<file path="config.mk">
export PLATFORM = sky130hd
export DESIGN_NAME = cc_cv_charge_controller_top
export DESIGN_NICKNAME = d
export VERILOG_FILES = /design/src/hw/rtl/ccc_pkg.sv /design/src/hw/rtl/ccc_regs.sv /design/src/hw/rtl/ccc_core.sv /design/src/hw/rtl/ccc_txq.sv /design/src/hw/rtl/cc_cv_charge_controller_top.sv
export SDC_FILE = /design/constraint.sdc
export NUM_CORES = 1
export LEC_CHECK = 0
export ABC_AREA = 1
export BUFFER_PORTS_ARGS = -buffer_cell sky130_fd_sc_hd__buf_4
export CORE_ASPECT_RATIO = 1.2
export CORE_MARGIN = 3
export CORE_UTILIZATION = 62
export DETAILED_ROUTE_END_ITERATION = 7
export HOLD_SLACK_MARGIN = 0.15
export PLACE_DENSITY = 0.79
export SYNTH_ARGS = -nofsm -noshare
export SYNTH_HDL_FRONTEND = slang
export SYNTH_SLANG_ARGS = --single-unit
export TNS_END_PERCENT = 10
</file>
<file path="constraint.sdc">
create_clock -name i_clk -period 5.7 [get_ports i_clk]
set_input_delay 1.14 -clock i_clk [delete_from_list [all_inputs] [get_ports i_clk]]
set_output_delay 1.14 -clock i_clk [all_outputs]
set_load 0.02 [all_outputs]
</file>
<file path="src/hw/rtl/ccc_pkg.sv">
// ccc_pkg: shared types and constants of the cc/cv charge controller
`timescale 1ns / 1ps

package ccc_pkg;

    // configuration port geometry
    localparam int unsigned APB_ADDR_W = 5;
    localparam int unsigned APB_DATA_W = 32;
    localparam int unsigned RES_SLOTS  = 3;

    // register indexes on the configuration port
    typedef enum logic [2:0] {
        REG_MIN_CURRENT      = 3'd0,
        REG_HEARTBEAT_PERIOD = 3'd1,
        REG_STATUS_PERIOD    = 3'd2,
        REG_RECEIVE_TIMEOUT  = 3'd3,
        REG_COMMAND_ID       = 3'd4,
        REG_HEARTBEAT_ID     = 3'd5,
        REG_STATUS_ID        = 3'd6
    } t_reg_idx;

    // register reset values
    localparam logic [15:0] RST_MIN_CURRENT      = 16'd1;
    localparam logic [15:0] RST_HEARTBEAT_PERIOD = 16'd1000;
    localparam logic [15:0] RST_STATUS_PERIOD    = 16'd200;
    localparam logic [15:0] RST_RECEIVE_TIMEOUT  = 16'd5000;
    localparam logic [10:0] RST_COMMAND_ID       = 11'h201;
    localparam logic [10:0] RST_HEARTBEAT_ID     = 11'h701;
    localparam logic [10:0] RST_STATUS_ID        = 11'h000;

    // input operation codes
    localparam logic OP_TICK  = 1'b0;
    localparam logic OP_FRAME = 1'b1;

    // charge modes
    typedef enum logic [1:0] {
        MODE_IDLE = 2'd0,
        MODE_CC   = 2'd1,
        MODE_CV   = 2'd2
    } t_mode;

    // network states
    localparam logic [1:0] NET_INIT  = 2'd0;
    localparam logic [1:0] NET_PREOP = 2'd1;
    localparam logic [1:0] NET_OP    = 2'd2;

    // result kinds
    localparam logic [1:0] KIND_DRIVE     = 2'd0;
    localparam logic [1:0] KIND_HEARTBEAT = 2'd1;
    localparam logic [1:0] KIND_STATUS    = 2'd2;

    // drive codes
    localparam logic [1:0] DRIVE_HOLD = 2'd0;
    localparam logic [1:0] DRIVE_INC  = 2'd1;
    localparam logic [1:0] DRIVE_DEC  = 2'd2;

    // frame contents
    localparam logic [7:0] CMD_START        = 8'd1;
    localparam logic [2:0] HEARTBEAT_LENGTH = 3'd1;
    localparam logic [2:0] STATUS_LENGTH    = 3'd5;

    // divide by ten: multiply by a reciprocal, exact for 16-bit operands
    localparam logic [31:0] DIV10_MUL   = 32'd52429;
    localparam int unsigned DIV10_SHIFT = 19;

    typedef struct packed {
        logic [15:0] min_current;
        logic [15:0] heartbeat_period;
        logic [15:0] status_period;
        logic [15:0] receive_timeout;
        logic [10:0] command_id;
        logic [10:0] heartbeat_id;
        logic [10:0] status_id;
    } t_cfg;

    typedef struct packed {
        logic        operation;
        logic [15:0] voltage_sample;
        logic [15:0] current_sample;
        logic [10:0] rx_id;
        logic [7:0]  rx_byte0;
        logic [7:0]  rx_byte1;
        logic [7:0]  rx_byte2;
        logic [7:0]  rx_byte3;
        logic [7:0]  rx_byte4;
    } t_in_item;

    typedef struct packed {
        logic [1:0]  kind;
        logic [1:0]  drive;
        logic [1:0]  mode;
        logic [10:0] tx_id;
        logic [2:0]  tx_length;
        logic [7:0]  tx_byte0;
        logic [7:0]  tx_byte1;
        logic [7:0]  tx_byte2;
        logic [7:0]  tx_byte3;
        logic        tx_byte4;
        logic        last;
    } t_out_item;

    // load request from the control core to the result queue
    typedef struct packed {
        logic       load;
        logic [1:0] count;
    } t_res_load;

endpackage

</file>
<file path="src/hw/rtl/ccc_regs.sv">
// ccc_regs: configuration registers behind the apb-style port
`timescale 1ns / 1ps

module ccc_regs
    import ccc_pkg::*;
(
    input  logic                  i_clk,
    input  logic                  i_rst_n,
    input  logic                  psel,
    input  logic                  penable,
    input  logic                  pwrite,
    input  logic [APB_ADDR_W-1:0] paddr,
    input  logic [APB_DATA_W-1:0] pwdata,
    output logic [APB_DATA_W-1:0] prdata,
    output logic                  pready,
    output t_cfg                  o_cfg
);

    t_cfg     r_cfg;
    t_reg_idx idx;
    logic     wr_en;

    assign idx    = t_reg_idx'(paddr[APB_ADDR_W-1:2]);
    assign wr_en  = psel && penable && pwrite;
    assign pready = 1'b1;
    assign o_cfg  = r_cfg;

    // register writes in the access phase
    always_ff @(posedge i_clk) begin
        if (!i_rst_n) begin
            r_cfg.min_current      <= RST_MIN_CURRENT;
            r_cfg.heartbeat_period <= RST_HEARTBEAT_PERIOD;
            r_cfg.status_period    <= RST_STATUS_PERIOD;
            r_cfg.receive_timeout  <= RST_RECEIVE_TIMEOUT;
            r_cfg.command_id       <= RST_COMMAND_ID;
            r_cfg.heartbeat_id     <= RST_HEARTBEAT_ID;
            r_cfg.status_id        <= RST_STATUS_ID;
        end else if (wr_en) begin
            unique case (idx)
                REG_MIN_CURRENT:      r_cfg.min_current      <= pwdata[15:0];
                REG_HEARTBEAT_PERIOD: r_cfg.heartbeat_period <= pwdata[15:0];
                REG_STATUS_PERIOD:    r_cfg.status_period    <= pwdata[15:0];
                REG_RECEIVE_TIMEOUT:  r_cfg.receive_timeout  <= pwdata[15:0];
                REG_COMMAND_ID:       r_cfg.command_id       <= pwdata[10:0];
                REG_HEARTBEAT_ID:     r_cfg.heartbeat_id     <= pwdata[10:0];
                REG_STATUS_ID:        r_cfg.status_id        <= pwdata[10:0];
                default: ;
            endcase
        end
    end

    // read mux
    always_comb begin
        prdata = '0;
        unique case (idx)
            REG_MIN_CURRENT:      prdata = {16'd0, r_cfg.min_current};
            REG_HEARTBEAT_PERIOD: prdata = {16'd0, r_cfg.heartbeat_period};
            REG_STATUS_PERIOD:    prdata = {16'd0, r_cfg.status_period};
            REG_RECEIVE_TIMEOUT:  prdata = {16'd0, r_cfg.receive_timeout};
            REG_COMMAND_ID:       prdata = {21'd0, r_cfg.command_id};
            REG_HEARTBEAT_ID:     prdata = {21'd0, r_cfg.heartbeat_id};
            REG_STATUS_ID:        prdata = {21'd0, r_cfg.status_id};
            default:              prdata = '0;
        endcase
    end

endmodule

</file>
<file path="src/hw/rtl/ccc_core.sv">
// ccc_core: charger state and one-pass computation of the results of a transaction
`timescale 1ns / 1ps

module ccc_core
    import ccc_pkg::*;
(
    input  logic                      i_clk,
    input  logic                      i_rst_n,
    input  logic                      i_load,
    input  t_in_item                  i_item,
    input  t_cfg                      i_cfg,
    output t_res_load                 o_res_ld,
    output t_out_item [RES_SLOTS-1:0] o_res
);

    t_mode       r_mode, n_mode;
    logic        r_en, n_en;
    logic [1:0]  r_net, n_net;
    logic [15:0] r_vt, n_vt;
    logic [15:0] r_ct, n_ct;
    logic [15:0] r_sil, n_sil;
    logic [15:0] r_hb, n_hb;
    logic [15:0] r_st, n_st;

    logic [1:0]  drive;
    logic [1:0]  net_hb;
    logic        hb_due;
    logic        st_due;
    logic [15:0] hb_inc;
    logic [15:0] st_inc;
    logic [15:0] sil_inc;
    logic [15:0] sv;
    logic [15:0] sc;
    logic [15:0] v;
    logic [15:0] c;
    logic [15:0] vt_div;
    logic [15:0] ct_div;

    function automatic logic [15:0] div10(input logic [15:0] x);
        logic [31:0] p;
        p = {16'd0, x} * DIV10_MUL;
        return {3'd0, p[31:DIV10_SHIFT]};
    endfunction

    function automatic logic [15:0] mul10(input logic [15:0] x);
        return (x << 3) + (x << 1);
    endfunction

    assign v       = i_item.voltage_sample;
    assign c       = i_item.current_sample;
    assign hb_inc  = r_hb + 16'd1;
    assign st_inc  = r_st + 16'd1;
    assign sil_inc = (r_sil == 16'hFFFF) ? r_sil : r_sil + 16'd1;
    assign sv      = mul10(v);
    assign sc      = mul10(c);
    assign vt_div  = div10({i_item.rx_byte0, i_item.rx_byte1});
    assign ct_div  = div10({i_item.rx_byte3, i_item.rx_byte2});

    // next state: a tick runs control, heartbeat, status, then silence timeout; a frame handles commands
    always_comb begin
        n_mode = r_mode;
        n_en   = r_en;
        n_net  = r_net;
        n_vt   = r_vt;
        n_ct   = r_ct;
        n_sil  = r_sil;
        n_hb   = r_hb;
        n_st   = r_st;
        drive  = DRIVE_HOLD;
        net_hb = r_net;
        hb_due = 1'b0;
        st_due = 1'b0;
        if (i_item.operation == OP_TICK) begin
            // cc/cv regulation
            if (r_en) begin
                unique case (r_mode)
                    MODE_CC: begin
                        if (v < r_vt) begin
                            if (c < r_ct) begin
                                drive = DRIVE_INC;
                            end else if (c > r_ct) begin
                                drive = DRIVE_DEC;
                            end
                        end else begin
                            n_mode = MODE_CV;
                        end
                    end
                    MODE_CV: begin
                        if (c > i_cfg.min_current) begin
                            if (v < r_vt) begin
                                drive = DRIVE_INC;
                            end else if (v > r_vt) begin
                                drive = DRIVE_DEC;
                            end
                        end else begin
                            n_mode = MODE_IDLE;
                            n_en   = 1'b0;
                            n_vt   = '0;
                            n_ct   = '0;
                            n_net  = NET_PREOP;
                            n_st   = '0;
                        end
                    end
                    default: ;
                endcase
            end
            net_hb = n_net;
            // heartbeat period
            if (hb_inc >= i_cfg.heartbeat_period) begin
                hb_due = 1'b1;
                n_hb   = '0;
            end else begin
                n_hb = hb_inc;
            end
            // status period, held at zero while idle
            if (n_mode != MODE_IDLE) begin
                if (st_inc >= i_cfg.status_period) begin
                    st_due = 1'b1;
                    n_st   = '0;
                end else begin
                    n_st = st_inc;
                end
            end else begin
                n_st = '0;
            end
            // silence timeout
            n_sil = sil_inc;
            if (sil_inc >= i_cfg.receive_timeout) begin
                n_mode = MODE_IDLE;
                n_en   = 1'b0;
                n_vt   = '0;
                n_ct   = '0;
                n_net  = NET_PREOP;
                n_st   = '0;
            end
        end else begin
            // received frame
            if (i_item.rx_id == i_cfg.command_id) begin
                n_vt = vt_div;
                n_ct = ct_div;
                if (i_item.rx_byte4 == CMD_START) begin
                    if (r_mode == MODE_IDLE) begin
                        n_mode = MODE_CC;
                    end
                    n_net = NET_OP;
                    n_en  = 1'b1;
                end else begin
                    n_mode = MODE_IDLE;
                    n_en   = 1'b0;
                    n_vt   = '0;
                    n_ct   = '0;
                    n_net  = NET_PREOP;
                    n_st   = '0;
                end
            end
            n_sil = '0;
        end
    end

    // result slots in emission order
    always_comb begin
        t_out_item hb_item;
        t_out_item st_item;
        logic [1:0] cnt;
        o_res = '0;
        hb_item = '0;
        st_item = '0;
        hb_item.kind      = KIND_HEARTBEAT;
        hb_item.tx_id     = i_cfg.heartbeat_id;
        hb_item.tx_length = HEARTBEAT_LENGTH;
        hb_item.tx_byte0  = {6'd0, net_hb};
        st_item.kind      = KIND_STATUS;
        st_item.tx_id     = i_cfg.status_id;
        st_item.tx_length = STATUS_LENGTH;
        st_item.tx_byte0  = sv[15:8];
        st_item.tx_byte1  = sv[7:0];
        st_item.tx_byte2  = sc[15:8];
        st_item.tx_byte3  = sc[7:0];
        st_item.tx_byte4  = 1'b1;
        o_res[0].kind  = KIND_DRIVE;
        o_res[0].drive = drive;
        if (hb_due) begin
            o_res[1] = hb_item;
            o_res[2] = st_item;
        end else begin
            o_res[1] = st_item;
        end
        cnt = 2'd1 + {1'b0, hb_due} + {1'b0, st_due};
        for (int i = 0; i < RES_SLOTS; i++) begin
            o_res[i].mode = n_mode;
            o_res[i].last = (cnt == 2'(i + 1));
        end
        o_res_ld.load  = i_load;
        o_res_ld.count = cnt;
    end

    // charger state
    always_ff @(posedge i_clk) begin
        if (!i_rst_n) begin
            r_mode <= MODE_IDLE;
            r_en   <= 1'b0;
            r_net  <= NET_PREOP;
            r_vt   <= '0;
            r_ct   <= '0;
            r_sil  <= '0;
            r_hb   <= '0;
            r_st   <= '0;
        end else if (i_load) begin
            r_mode <= n_mode;
            r_en   <= n_en;
            r_net  <= n_net;
            r_vt   <= n_vt;
            r_ct   <= n_ct;
            r_sil  <= n_sil;
            r_hb   <= n_hb;
            r_st   <= n_st;
        end
    end

    // charging is enabled exactly when a charge mode is active
    a_mode_en: assert property (@(posedge i_clk) disable iff (!i_rst_n)
        (r_mode == MODE_IDLE) == !r_en)
        else $error("charge mode and enable disagree");

    // idle keeps the status counter and both targets cleared
    a_idle_clear: assert property (@(posedge i_clk) disable iff (!i_rst_n)
        (r_mode == MODE_IDLE) |-> (r_st == 16'd0 && r_vt == 16'd0 && r_ct == 16'd0))
        else $error("idle with status count or targets set");

    // network state is operational exactly while charging
    a_net_op: assert property (@(posedge i_clk) disable iff (!i_rst_n)
        r_en == (r_net == NET_OP))
        else $error("network state out of step with charging");

endmodule

</file>
<file path="src/hw/rtl/ccc_txq.sv">
// ccc_txq: result queue that hands out up to three results of a transaction in order
`timescale 1ns / 1ps

module ccc_txq
    import ccc_pkg::*;
(
    input  logic                      i_clk,
    input  logic                      i_rst_n,
    input  t_res_load                 i_res_ld,
    input  t_out_item [RES_SLOTS-1:0] i_res,
    input  logic                      i_out_stall,
    output logic                      o_out_valid,
    output t_out_item                 o_out_data,
    output logic                      o_free
);

    t_out_item [RES_SLOTS-1:0] r_ent, n_ent;
    logic [1:0]                r_left, n_left;
    logic                      pop;

    assign o_out_valid = (r_left != 2'd0);
    assign o_out_data  = r_ent[0];
    assign pop         = o_out_valid && !i_out_stall;
    assign o_free      = (r_left == 2'd0) || (r_left == 2'd1 && pop);

    // load a new set or shift towards the head
    always_comb begin
        n_ent  = r_ent;
        n_left = r_left;
        if (i_res_ld.load) begin
            n_ent  = i_res;
            n_left = i_res_ld.count;
        end else if (pop) begin
            n_ent[0] = r_ent[1];
            n_ent[1] = r_ent[2];
            n_left   = r_left - 2'd1;
        end
    end

    always_ff @(posedge i_clk) begin
        if (!i_rst_n) begin
            r_left <= '0;
        end else begin
            r_left <= n_left;
        end
    end

    always_ff @(posedge i_clk) begin
        r_ent <= n_ent;
    end

    a_left_range: assert property (@(posedge i_clk) disable iff (!i_rst_n)
        r_left != 2'd3 || !r_ent[0].last)
        else $error("head marked last with results still behind it");

    a_last_mark: assert property (@(posedge i_clk) disable iff (!i_rst_n)
        o_out_valid |-> (o_out_data.last == (r_left == 2'd1)))
        else $error("last flag does not match queue fill");

    a_load_free: assert property (@(posedge i_clk) disable iff (!i_rst_n)
        i_res_ld.load |-> (r_left == 2'd0 || (r_left == 2'd1 && pop)))
        else $error("result set loaded over pending results");

endmodule

</file>
<file path="src/hw/rtl/cc_cv_charge_controller_top.sv">
// cc_cv_charge_controller_top: charger supervisor with input register and result queue
//
//  channel   direction  handshake                  payload
//  in        input      i_in_valid / o_in_stall    i_in_data  (t_in_item)
//  out       output     o_out_valid / i_out_stall  o_out_data (t_out_item)
//  config    input      psel/penable/pwrite/pready paddr, pwdata, prdata
//
//  an input transaction is registered and worked combinationally into one to three results
//  that are loaded into the result queue; the queue offers them in order, one result per
//  cycle while the output does not stall
//  the queue takes the next item's results as the last result of the previous item leaves
//  synchronous active-low reset returns control state and config registers to defaults
//  a stall on the output holds the queue head; the input stalls only when the
//  input register is full and the queue cannot take its results
`timescale 1ns / 1ps

module cc_cv_charge_controller_top
    import ccc_pkg::*;
(
    input  logic                  i_clk,
    input  logic                  i_rst_n,
    input  logic                  i_in_valid,
    output logic                  o_in_stall,
    input  t_in_item              i_in_data,
    output logic                  o_out_valid,
    input  logic                  i_out_stall,
    output t_out_item             o_out_data,
    input  logic                  psel,
    input  logic                  penable,
    input  logic                  pwrite,
    input  logic [APB_ADDR_W-1:0] paddr,
    input  logic [APB_DATA_W-1:0] pwdata,
    output logic [APB_DATA_W-1:0] prdata,
    output logic                  pready
);

    t_cfg                      cfg;
    t_in_item                  r_in;
    logic                      r_in_valid;
    logic                      q_free;
    logic                      take;
    logic                      accept;
    t_res_load                 res_ld;
    t_out_item [RES_SLOTS-1:0] res;

    assign take       = r_in_valid && q_free;
    assign o_in_stall = r_in_valid && !q_free;
    assign accept     = i_in_valid && !o_in_stall;

    // input register
    always_ff @(posedge i_clk) begin
        if (!i_rst_n) begin
            r_in_valid <= 1'b0;
        end else if (accept) begin
            r_in_valid <= 1'b1;
        end else if (take) begin
            r_in_valid <= 1'b0;
        end
    end

    always_ff @(posedge i_clk) begin
        if (accept) begin
            r_in <= i_in_data;
        end
    end

    ccc_regs u_regs (
        .i_clk   (i_clk),
        .i_rst_n (i_rst_n),
        .psel    (psel),
        .penable (penable),
        .pwrite  (pwrite),
        .paddr   (paddr),
        .pwdata  (pwdata),
        .prdata  (prdata),
        .pready  (pready),
        .o_cfg   (cfg)
    );

    ccc_core u_core (
        .i_clk    (i_clk),
        .i_rst_n  (i_rst_n),
        .i_load   (take),
        .i_item   (r_in),
        .i_cfg    (cfg),
        .o_res_ld (res_ld),
        .o_res    (res)
    );

    ccc_txq u_txq (
        .i_clk       (i_clk),
        .i_rst_n     (i_rst_n),
        .i_res_ld    (res_ld),
        .i_res       (res),
        .i_out_stall (i_out_stall),
        .o_out_valid (o_out_valid),
        .o_out_data  (o_out_data),
        .o_free      (q_free)
    );

endmodule

</file>
---- Yosys cells after proc, flatten, opt, wreduce, memory -nomap -nowiden ----
Index checks and enable logic that the tools add are counted.
word-level totals
  flip-flop bits (word level) ............. 431
  word-level logic and storage cells ...... 194
operators by class
  bitwise logic cells ..................... 1
  mux-type cells .......................... 67
  reductions and logical operators ........ 31
  add/subtract/negate cells ............... 8
  $mul .................................... 2
  magnitude comparators ................... 8
  eq/ne operators ......................... 18
operator list
  kind                    number
  $mux 16                 17
  $mux 108                2
  $pmux 16 s7             1
  $mux 54                 2
  $mul 16x16->32 const B  2
  $mux 2                  27
  $add 16x1->16 const B   3
  $ge 16x16->1            3
  $gt 16x16->1            3
  $add 16x16->16          2
  $lt 16x16->1            2
  $mux 13                 2
  $reduce_and 2->1        9
  $eq 16x16->1 const B    1
  $mux 1                  14
  $eq 11x11->1            1
  $eq 3x3->1 const B      3
  $eq 8x1->1 const B      1
  $pmux 2 s2              2
  $reduce_bool 2->1       4
  $logic_and 1x1->1       7
  $eq 2x1->1 const B      3
  $eq 2x2->1 const B      3
  $eq 3x2->1 const B      2
  other kinds (15)        19

---- Depth between registers and ports, before layout ----
Gate-level depths: netlist of the first run.
  word-level depth ........................ 11
  gate-level depth with buffers ........... 26

---- Cells and area by module ----
From an unflattened synthesis of the first run, not the netlist that was laid out.
unflattened totals
  cell total of the unflattened synthesis .. 4272
  area, all modules ....................... 33921.3 sq um
by module, submodules not included
  module                       cells each  times used  sequential area each (sq um)  area an instance (sq um)
  ccc_core                     2809        1           1581.5                        19543.7
  ccc_txq                      591         1           4904.7                        6902.9
  ccc_regs                     778         1           1941.9                        4892.2
  cc_cv_charge_controller_top  94          1           2542.4                        2582.5

---- Least setup slack after synthesis of the first run ----
No wires, ideal clock.
  path type ............................... register -> register
  start ................................... register r_in[20] in the netlist's numbering
  end ..................................... register u_core.r_ct[9]
  library setup time ...................... 0.132 ns
  data required time ...................... 5.568 ns
  period minus slack after synthesis ...... 5.026 ns
  path slack .............................. 0.674 ns
  stages on the path, launching flop included .. 24
  data arrival time ....................... 4.894 ns
  path buffers ............................ 0
  path through ............................ edfxtp_1 -> ha_1 -> xor2_1 -> ha_1 -> fa_1 -> inv_1 -> fa_1 -> inv_1 -> fa_1 -> inv_1 -> fa_1 -> inv_1 -> ha_1 -> nand2_1 -> nor2_1 -> nand3_1 -> nor4_1 -> nand2_1 -> nand2_1 -> nand2_1 -> nand3_1 -> nor2_1 -> nand2_1 -> a21oi_1
on the way
  cells in the longest elaborated chain, start to end .. 4
ends and longest elaborated chain
  item                      line                               text
  start: declaration        cc_cv_charge_controller_top.sv:38  t_in_item r_in;
  start signal: assignment  cc_cv_charge_controller_top.sv:63  r_in <= i_in_data;
  $mul 16x16->32            ccc_core.sv:41                     p = {16'd0, x} * DIV10_MUL;
  $mux 13                   ccc_core.sv:141                    if (i_item.rx_byte4 == CMD_START) begin
  $mux 16                   ccc_core.sv:138                    if (i_item.rx_id == i_cfg.command_id) begin
  $mux 16                   ccc_core.sv:73                     if (i_item.operation == OP_TICK) begin
  end signal: assignment    ccc_core.sv:213                    r_ct <= n_ct;
  end: declaration          ccc_core.sv:20                     logic [15:0] r_ct, n_ct;
No other way between the ends. The select of a mux whose other input is x is not followed.
A chain may end at the register's enable or synchronous reset.

---- Worst setup path after layout of the first run ----
  start ................................... register r_in[23] in the netlist's numbering
  end ..................................... register u_core.r_ct[5]
Same word-level chain as after synthesis.

==> impl_summary.md, run 1 <==
Timing
The shortest period the worst path allows is 5.44 ns. The number of failing setup endpoints in the final timing report is 0. At the pin with the least slew margin, the transition time is 0.869 ns.

For the final database, setup skew stands at 0.0141 ns. For this run, the top clock speed supported by timing is 0.184 GHz. The total count of hold-check failures in the final report is 0. Measured against its own limit, the worst slew margin works out to 0.420. The number of pins exceeding their max-slew limit in the final report is 0. The fraction of the cycle the final worst path needs is 0.954. Setup repair after global routing could not meet its margin everywhere.

In the final timing run, aggregate negative setup slack is 0 ns.

Routing
The top metal layer carrying routed signals is met4. The first-pass iteration count of the detailed router is 6. The first routing iteration left 1665 violations. The average via count per standard cell is 5.43. Detailed routing placed a total of 4480 um of wire on met3. The routed length per instance is 16.8 um.

For this block, the routed nets add up to 75700 um of wire. In the routed design, unresolved DRC markers number 0. Once detail routing completed, the nets flagged for antenna violations numbered 0. The length of routed wiring on met1 is 30400 um. Across all layers, the routed design uses 24.5k vias.

In the detailed route, the total length drawn on met2 is 36800 um.

Cells and area
Leaving out fill and tap cells, the most frequent cells in the layout are sky130_fd_sc_hd__inv_1, sky130_fd_sc_hd__nand2_1, sky130_fd_sc_hd__ha_1. Compared with the post-synthesis result, the final layout area differs by 10.6%. The footprint of the multi-input gates is 0.0173 mm2.

The diode insertion count for antenna repair is 0. The final-layout fill cell count is 3885. Summing all flip-flop and latch instances after layout gives 0.00990 mm2. The number of nets in the layout is 4523. In the final layout, the share of cells above drive strength 1 is 0.0911.

The most common cell after layout, fill and taps aside is sky130_fd_sc_hd__inv_1. After the flow finishes, the layout carries non-filler instances totaling 4517.

Clocking
The longest clock path from root to sink contains 3 buffers. The post-cts hold buffer count is 0. The cell sitting at the root of the clock tree is a sky130_fd_sc_hd__clkbuf_16. The clock sink total is 404.

The clock input transition at the sequential cells of the worst setup and hold paths is 0.06 ns. TritonCTS built the clock tree. The H-tree depth reported by CTS is 2. The source-to-sink clock delay at the later pin of the worst-skew pair is 0.59 ns. In this run, CTS created clock tree buffers numbering 44.

Hold path
The worst hold endpoint is u_txq.o_out_data[27]. The worst hold path was traced through 2 stages. In this run the most critical hold path is launched from u_txq.r_ent[81]. The min-delay analysis places its worst path in the category reg2reg.

Global routing
The maximum number of pins on one net before global-route repair is 71. Summed over all layers, the global routing overflow is 0. The number of global-route vias before repair is 23.8k. The global routing usage summed across all routing layers is 0.284. The first global-routing pass estimated 120000 um of wire. The number of antenna violations at the first check in global routing was 0.

Setup path
The maximum fanout count along the critical path is 4. The worst setup path is captured at a register. The data arrival time at the worst-slack endpoint is 5.95 ns. The critical path is of the reg2reg type. The worst register-to-register path has a depth of 21. The setup slack on the worst flop-to-flop path is 0.26 ns. The start of the worst register-to-register path is r_in[23]. The terminus of the critical flop-to-flop path is u_core.r_ct[5].

The endpoint required time on the critical path is 6.21 ns. The worst setup path is launched from a register.

Yosys
After synthesis the netlist holds a flip-flop and latch count of 404. A synthesized cell averages 8.26 um2. The number of cells produced by synthesis is 3723. During synthesis, Yosys emitted a total of 0 warnings. The number of distinct library cells after synthesis is 54. The mapped netlist covers 0.0308 mm2. The share of the Yosys chip area taken by registers is 0.322.

Power and ir drop
The worst supply voltage drop on vdd is 0.000480 V. The power density relative to cell area is 521 mW/mm2. The leakage power total is 0.0165 uW.

Floorplanning
The initial core utilization is 0.634. The floorplan die area is 0.0523 mm2. The area of the core is 0.0486 mm2. The die boundary height is 250 um. The horizontal die dimension is 209 um. The standard-cell row count is 88. The number of top-level design ports is 217.

Run status
The flow ran to the end, and the final reports show no timing, DRC or antenna violations.

Placed design
After legalization and detailed placement, the total HPWL measured 59000 um. The number of placed instances, taps included is 4423. At the end of routability-driven placement, the weighted congestion stood at 0.979. The total of buffers placed on input and output ports is 178.

Run
The max-capacitance violation count is 0.
repair_timing:
item / in CTS / in global routing
endpoints found under the setup margin: 0 / 23
resized for setup: 0 / 23
buffers inserted: 0 / 13
through the flow:
| step | util | setup WS, ns | cell area, um2 | total power (uW) | hold slack, ns |
|---|---|---|---|---|---|
| finish | 0.701 | 0.263 | 34000 | 17700 | 0.441 |
| CTS | 0.697 | 0.117 | 33800 | 17400 | 0.439 |
| global route | 0.701 | -0.0270 | 34000 | 19500 | 0.463 |
| floorplan | - | 0.674 | 30800 | 11600 | 0.423 |
| global placement | 0.665 | 0.191 | 32300 | 14100 | 0.425 |
| detailed placement | 0.665 | 0.160 | 32300 | 14300 | 0.434 |
worst max-delay path, stage by stage, from the launching register on:
cell                       delay [ns]
sky130_fd_sc_hd__edfxtp_1        0.47
sky130_fd_sc_hd__ha_1            0.34
sky130_fd_sc_hd__inv_1           0.11
sky130_fd_sc_hd__fa_1            0.56
sky130_fd_sc_hd__inv_1           0.06
sky130_fd_sc_hd__fa_1            0.52
sky130_fd_sc_hd__fa_1            0.53
sky130_fd_sc_hd__fa_1            0.54
sky130_fd_sc_hd__inv_1           0.05
sky130_fd_sc_hd__fa_1            0.56
sky130_fd_sc_hd__inv_1           0.06
sky130_fd_sc_hd__ha_1            0.34
sky130_fd_sc_hd__nand2_2         0.12
sky130_fd_sc_hd__nor2_4          0.17
sky130_fd_sc_hd__nand3_2         0.14
sky130_fd_sc_hd__nor3_1          0.23
sky130_fd_sc_hd__nor2_1          0.09
sky130_fd_sc_hd__nand3b_1        0.09
sky130_fd_sc_hd__nand3_1         0.07
sky130_fd_sc_hd__nor2_1          0.11
sky130_fd_sc_hd__nand2_1         0.06
sky130_fd_sc_hd__a21oi_1         0.13
Yosys cell counts, drive strengths merged:
cell type,instances,area (um2)
dfxtp,223,4460
nand2,654,2470
buf,103,706
a22o,1,8.76
inv,768,2890
a21oi,286,1450
nor2,249,1020
a221oi,4,35.0
a31o,1,8.76
nand3b,11,82.6
a211oi,2,15.0
nand2b,2,12.5
o21a,4,30.0
xnor2,29,254
o221ai,2,17.5
nand4,32,215
and3,1,6.26
a2111o,1,11.3
o2111ai,3,26.3
nand3,157,796
o211ai,30,225
clkbuf,49,184
ha,383,4790
fa,160,3200
o22ai,27,169
o21ai,177,886
nor3,36,218
o21bai,11,82.6
conb,2,7.51
edfxtp,181,5440
a21o,10,75.1
xor2,53,464
nor4,15,100
a31oi,4,25.0
or2,2,12.5
a22oi,50,375
power by group:
group          internal, uW  total (uW)  switching [uW]
Clock                  1820        3050            1230
Sequential             3350        3510             166
Combinational          3950       11200            7230
flip-flops by register name, summed over array words and instances, names as in the netlist:
signal / cells
r_in: 84
u_txq.o_out_data: 49
u_regs.o_cfg: 97
u_core.r_st: 16
u_core.r_ct: 13
u_core.r_net: 2
u_txq.r_ent: 92
u_txq.r_left: 2
r_in_valid: 1
u_core.r_sil: 16
u_core.r_vt: 13
u_core.r_mode: 2
u_core.r_hb: 16
u_core.r_en: 1
area by class of cell:
| class | instances | share of cell area |
|---|---|---|
| flip-flops and latches | 404 | 0.291 |
| repair buffers | 217 | 0.0479 |
| well taps | 630 | 0.0232 |
| inverters | 768 | 0.0848 |
| multi-input cells | 2417 | 0.507 |
| clock buffers | 65 | 0.0392 |
| clock inverters | 16 | 0.00673 |
cells by family (layout without fill, tap and decap cells):
group / after synthesis / after routing / synth area share
other: 2 / 20 / 0.000244
flip-flops: 404 / 404 / 0.322
AO/OA/AOI/OAI: 613 / 613 / 0.112
XOR/XNOR: 82 / 82 / 0.0233
adder cells (fa/ha/maj): 543 / 543 / 0.260
AND/OR/NAND/NOR: 1159 / 1159 / 0.160
buffers and inverters: 920 / 1066 / 0.123
worst max path at each step:
stage / from / slack [ns] / cells after the start / endpoint
6_report: r_in[23] / 0.26 / 21 / u_core.r_ct[5]
5_1_grt: r_in[23] / -0.03 / 22 / u_core.r_ct[10]
4_1_cts: r_in[23] / 0.12 / 21 / u_core.r_ct[7]
3_5_place_dp: r_in[18] / 0.16 / 21 / u_core.r_ct[4]
3_3_place_gp: r_in[23] / 0.19 / 21 / u_core.r_ct[9]
2_1_floorplan: r_in[20] / 0.67 / 23 / u_core.r_ct[9]
layer usage:
metal / up-vias / track usage
met5: - / 0
met4: 0 / 0.136
met3: 221 / 0.0390
met2: 762 / 0.489
met1: 11300 / 0.350
li1: 12200 / -
No activity file was read; power rests on OpenSTA's default activity.
==> run 2: changes to the inputs <==
PLACE_DENSITY = default   (was 0.79)
PLACE_DENSITY_LB_ADDON = 0.15   (was default)
==> run 2 against run 1 <==
Against the previous run:
- sequential power about the same
- clock skew up 0.0044 ns
- flip-flop and latch count unchanged
- highest routed layer is now met5
- non-clock buffer count down 9
==> impl_summary.md, run 2 (synthesized netlist as in run 1, its figures left out) <==
Floorplanning
The standard-cell row count was 88 (unchanged). The horizontal die dimension is 209 um (unchanged). The initial core utilization is 0.634 (unchanged). The number of top-level design ports is 217 (unchanged). The area of the core is 0.0486 mm2 (unchanged). The floorplan die area was 0.0523 mm2 (unchanged). The die boundary height is 250 um (unchanged).

Cells and area
The footprint of the flip-flops and latches is 0.00990 mm2 (unchanged). The final-layout fill cell count came to 4047 (+4.2%). The footprint of the multi-input gates came to 0.0172 mm2 (-0.29%). The number of nets in the layout is 4513 (-0.22%). The number of flip-flops in the largest register is 97 (unchanged). The fraction of final layout cells sized beyond drive strength 1 is 0.0844 (-0.00669). In the layout the commonest cells are sky130_fd_sc_hd__inv_1, sky130_fd_sc_hd__nand2_1, sky130_fd_sc_hd__ha_1. The signed area change from the synthesized netlist to the final layout is 9.90%. The library cell used most frequently in the layout, excluding fill and tap cells, is sky130_fd_sc_hd__inv_1. The diode insertion count for antenna repair is 0 (unchanged).

Global routing
The global-route wire length before repair came to 120000 um (+0.25%). The number of global-route vias before repair is 23.7k (-0.41%). The number of antenna violations at the first check in global routing came to 1 (+1). The global routing usage summed across all routing layers is 0.283 (about the same).

The total global routing overflow is 0 (unchanged). The maximum number of pins on one net before global-route repair is 56 (-21%).

Timing
Setup repair after global routing could not meet its margin everywhere. The peak clock frequency supported by timing was 0.180 GHz (-2.2%). The shortest period the worst path allows came to 5.56 ns (+0.122 ns).

The final clock skew was 0.0185 ns (+0.00444 ns). The worst slew margin relative to its limit is 0.349 (-0.0712). The fraction of the cycle the final worst path needs is 0.975 (+0.0215). The final worst hold slack is 0.447 ns (+0.00551 ns).

The accumulated negative setup slack was 0 ns (unchanged). The transition at the pin with the smallest max-transition slack was 0.974 ns (+0.105 ns). The number of pins exceeding their max-slew limit in the final report is 0 (unchanged). The total count of hold-check failures in the final report is 0 (unchanged). The number of failing setup endpoints in the final timing report was 0 (unchanged).

Setup path
On the critical path, the stage with the largest delay is an instance of sky130_fd_sc_hd__fa_1. The data arrival time at the worst-slack endpoint is 6.07 ns (+0.12 ns). The class of the most critical setup path is reg2reg. The critical path's largest stage delay is 0.57 ns (about the same). The endpoint identified for the worst register-to-register timing path is u_core.r_vt[4]. The endpoint required time on the critical path is 6.21 ns (about the same).

The cell depth of the worst flop-to-flop path is 21 (unchanged). The worst setup path is captured at a register. The cell family contributing the most delay on the critical path is adder cells. The signal on the critical path passes through ha_1, inv_1, fa_1, inv_1, fa_1, fa_1, fa_1, inv_1, fa_1, inv_1, ha_1, nand2_1, nor2_2, inv_1, nor3_1, nand3_1, nand4_1, nand3_1, nor2_1, nand2_1, a21oi_1. The total buffers and inverters traversed by the critical path is 5 (+1). The setup slack on the worst flop-to-flop path came to 0.14 ns (-0.12 ns). The startpoint identified for the worst register-to-register timing path is r_in[32]. The worst setup path is launched from a register. The maximum fanout count along the critical path is 5 (+1).

The start point of the critical path is r_in[32].

Clocking
TritonCTS built the clock tree. The source-to-sink clock delay at the later pin of the worst-skew pair is 0.59 ns (about the same). The clock sink total is 404 (unchanged). The number of buffers added by the clock tree synthesis step is 43 (-2.3%).

Clock tree synthesis selected as its root buffer the cell sky130_fd_sc_hd__clkbuf_16. The worst-case clock buffer depth was 3 (unchanged). The H-tree depth reported by CTS is 2 (unchanged). The post-cts hold buffer count was 0 (unchanged). The clock input transition at the sequential cells of the worst setup and hold paths is 0.06 ns (about the same).

Routing
The average via count per standard cell was 5.41 (-0.35%). The number of DRC markers after the initial detailed-route iteration came to 1741 (+4.6%). The post-route antenna net violation count is 0 (unchanged). The routed length per instance is 16.7 um (-0.59%).

The first-pass iteration count of the detailed router was 5 (-1). The total via count in the routed design was 24.4k (-0.61%). The number of remaining DRC errors was 0 (unchanged). The total wire length came to 75100 um (-0.85%).

Power and ir drop
The leakage power total was 0.0165 uW (-0.48%). The power density relative to cell area is 513 mW/mm2 (-1.5%). The worst supply voltage drop on vdd came to 0.000537 V (+12%). The total power after layout is 17400 uW (-2.2%).

Placed design
The total of buffers placed on input and output ports is 178 (unchanged). The final weighted congestion in routability-driven placement is 0.930 (-4.9%). The post-detailed-placement half-perimeter wirelength came to 59200 um (+0.36%).

Hold path
The cell count of the worst hold path came to 2 (unchanged). For hold timing, the worst endpoint is u_txq.o_out_data[44]. The start point of the worst hold path is u_txq.r_ent[98]. The path class of the lowest-slack min-delay path is reg2reg.

Run
The max-capacitance violation count came to 0 (unchanged).

Run status
The run finished with clean final reports.
==> run 2: cell types whose count changed in the layout (fill, tap and decap cells not counted), sizes merged <==
| cell | before | now |
|---|---|---|
| clkinv | 5 | 13 |
| bufinv | 4 | 5 |
| buf | 217 | 208 |
| clkinvlp | 2 | 0 |
| clkbuf | 65 | 55 |
==> run 2: power by group <==
part / switching, uW / internal, uW
combinational: 7040 / 3880
clock: 1220 / 1710
sequential: 168 / 3350
==> run 2: area by class of cell <==
| class | instances | area share |
|---|---|---|
| inverters | 768 | 0.0854 |
| repair buffers | 208 | 0.0462 |
| flip-flops and latches | 404 | 0.293 |
| clock buffers | 55 | 0.0350 |
| multi-input cells | 2417 | 0.509 |
| clock inverters | 23 | 0.00807 |
| well taps | 630 | 0.0233 |
==> run 2: worst max path at each step <==
stage	to	depth (start not counted)
finish	u_core.r_vt[4]	21
global route	u_core.r_ct[6]	21
CTS	u_core.r_ct[9]	21
detailed placement	u_core.r_ct[7]	21
global placement	u_core.r_ct[7]	21
floorplan	u_core.r_ct[9]	23
==> run 2: through the flow <==
stage	setup WS [ns]	util	instances	cell area, um2
final	0.141	0.696	4505	33800
after global routing	-0.121	0.696	4505	33800
after CTS	0.0801	0.694	4498	33700
after detailed placement	0.0976	0.664	4420	32300
after global placement	0.184	0.664	4420	32300
after floorplan	0.674	-	3741	30800
==> run 2: timing repair <==
| item | in CTS | in global routing |
|---|---|---|
| gates resized for setup | 0 | 11 |
| hold endpoints to repair | 0 | 0 |
| buffers inserted | 0 | 7 |
| endpoints found under the setup margin | 0 | 21 |
==> run 2: worst reg2reg max path, cell delays in order (launching register included) <==
cell and delay (ns):
sky130_fd_sc_hd__edfxtp_1 0.48, sky130_fd_sc_hd__ha_1 0.36, sky130_fd_sc_hd__inv_1 0.09, sky130_fd_sc_hd__fa_1 0.56, sky130_fd_sc_hd__inv_1 0.06, sky130_fd_sc_hd__fa_1 0.52, sky130_fd_sc_hd__fa_1 0.54, sky130_fd_sc_hd__fa_1 0.57
sky130_fd_sc_hd__inv_1 0.07, sky130_fd_sc_hd__fa_1 0.55, sky130_fd_sc_hd__inv_1 0.05, sky130_fd_sc_hd__ha_1 0.31, sky130_fd_sc_hd__nand2_1 0.15, sky130_fd_sc_hd__nor2_2 0.18, sky130_fd_sc_hd__inv_1 0.09, sky130_fd_sc_hd__nor3_1 0.20
sky130_fd_sc_hd__nand3_1 0.15, sky130_fd_sc_hd__nand4_1 0.12, sky130_fd_sc_hd__nand3_1 0.11, sky130_fd_sc_hd__nor2_1 0.13, sky130_fd_sc_hd__nand2_1 0.07, sky130_fd_sc_hd__a21oi_1 0.14
==> run 2: metal layers <==
layer  wire length, um  up-vias  GRT usage
met5                13        -          0
met4              3390        2      0.115
met3              4150      185     0.0434
met2             37300      694      0.499
met1             30200    11300      0.347
li1                  -    12200          -
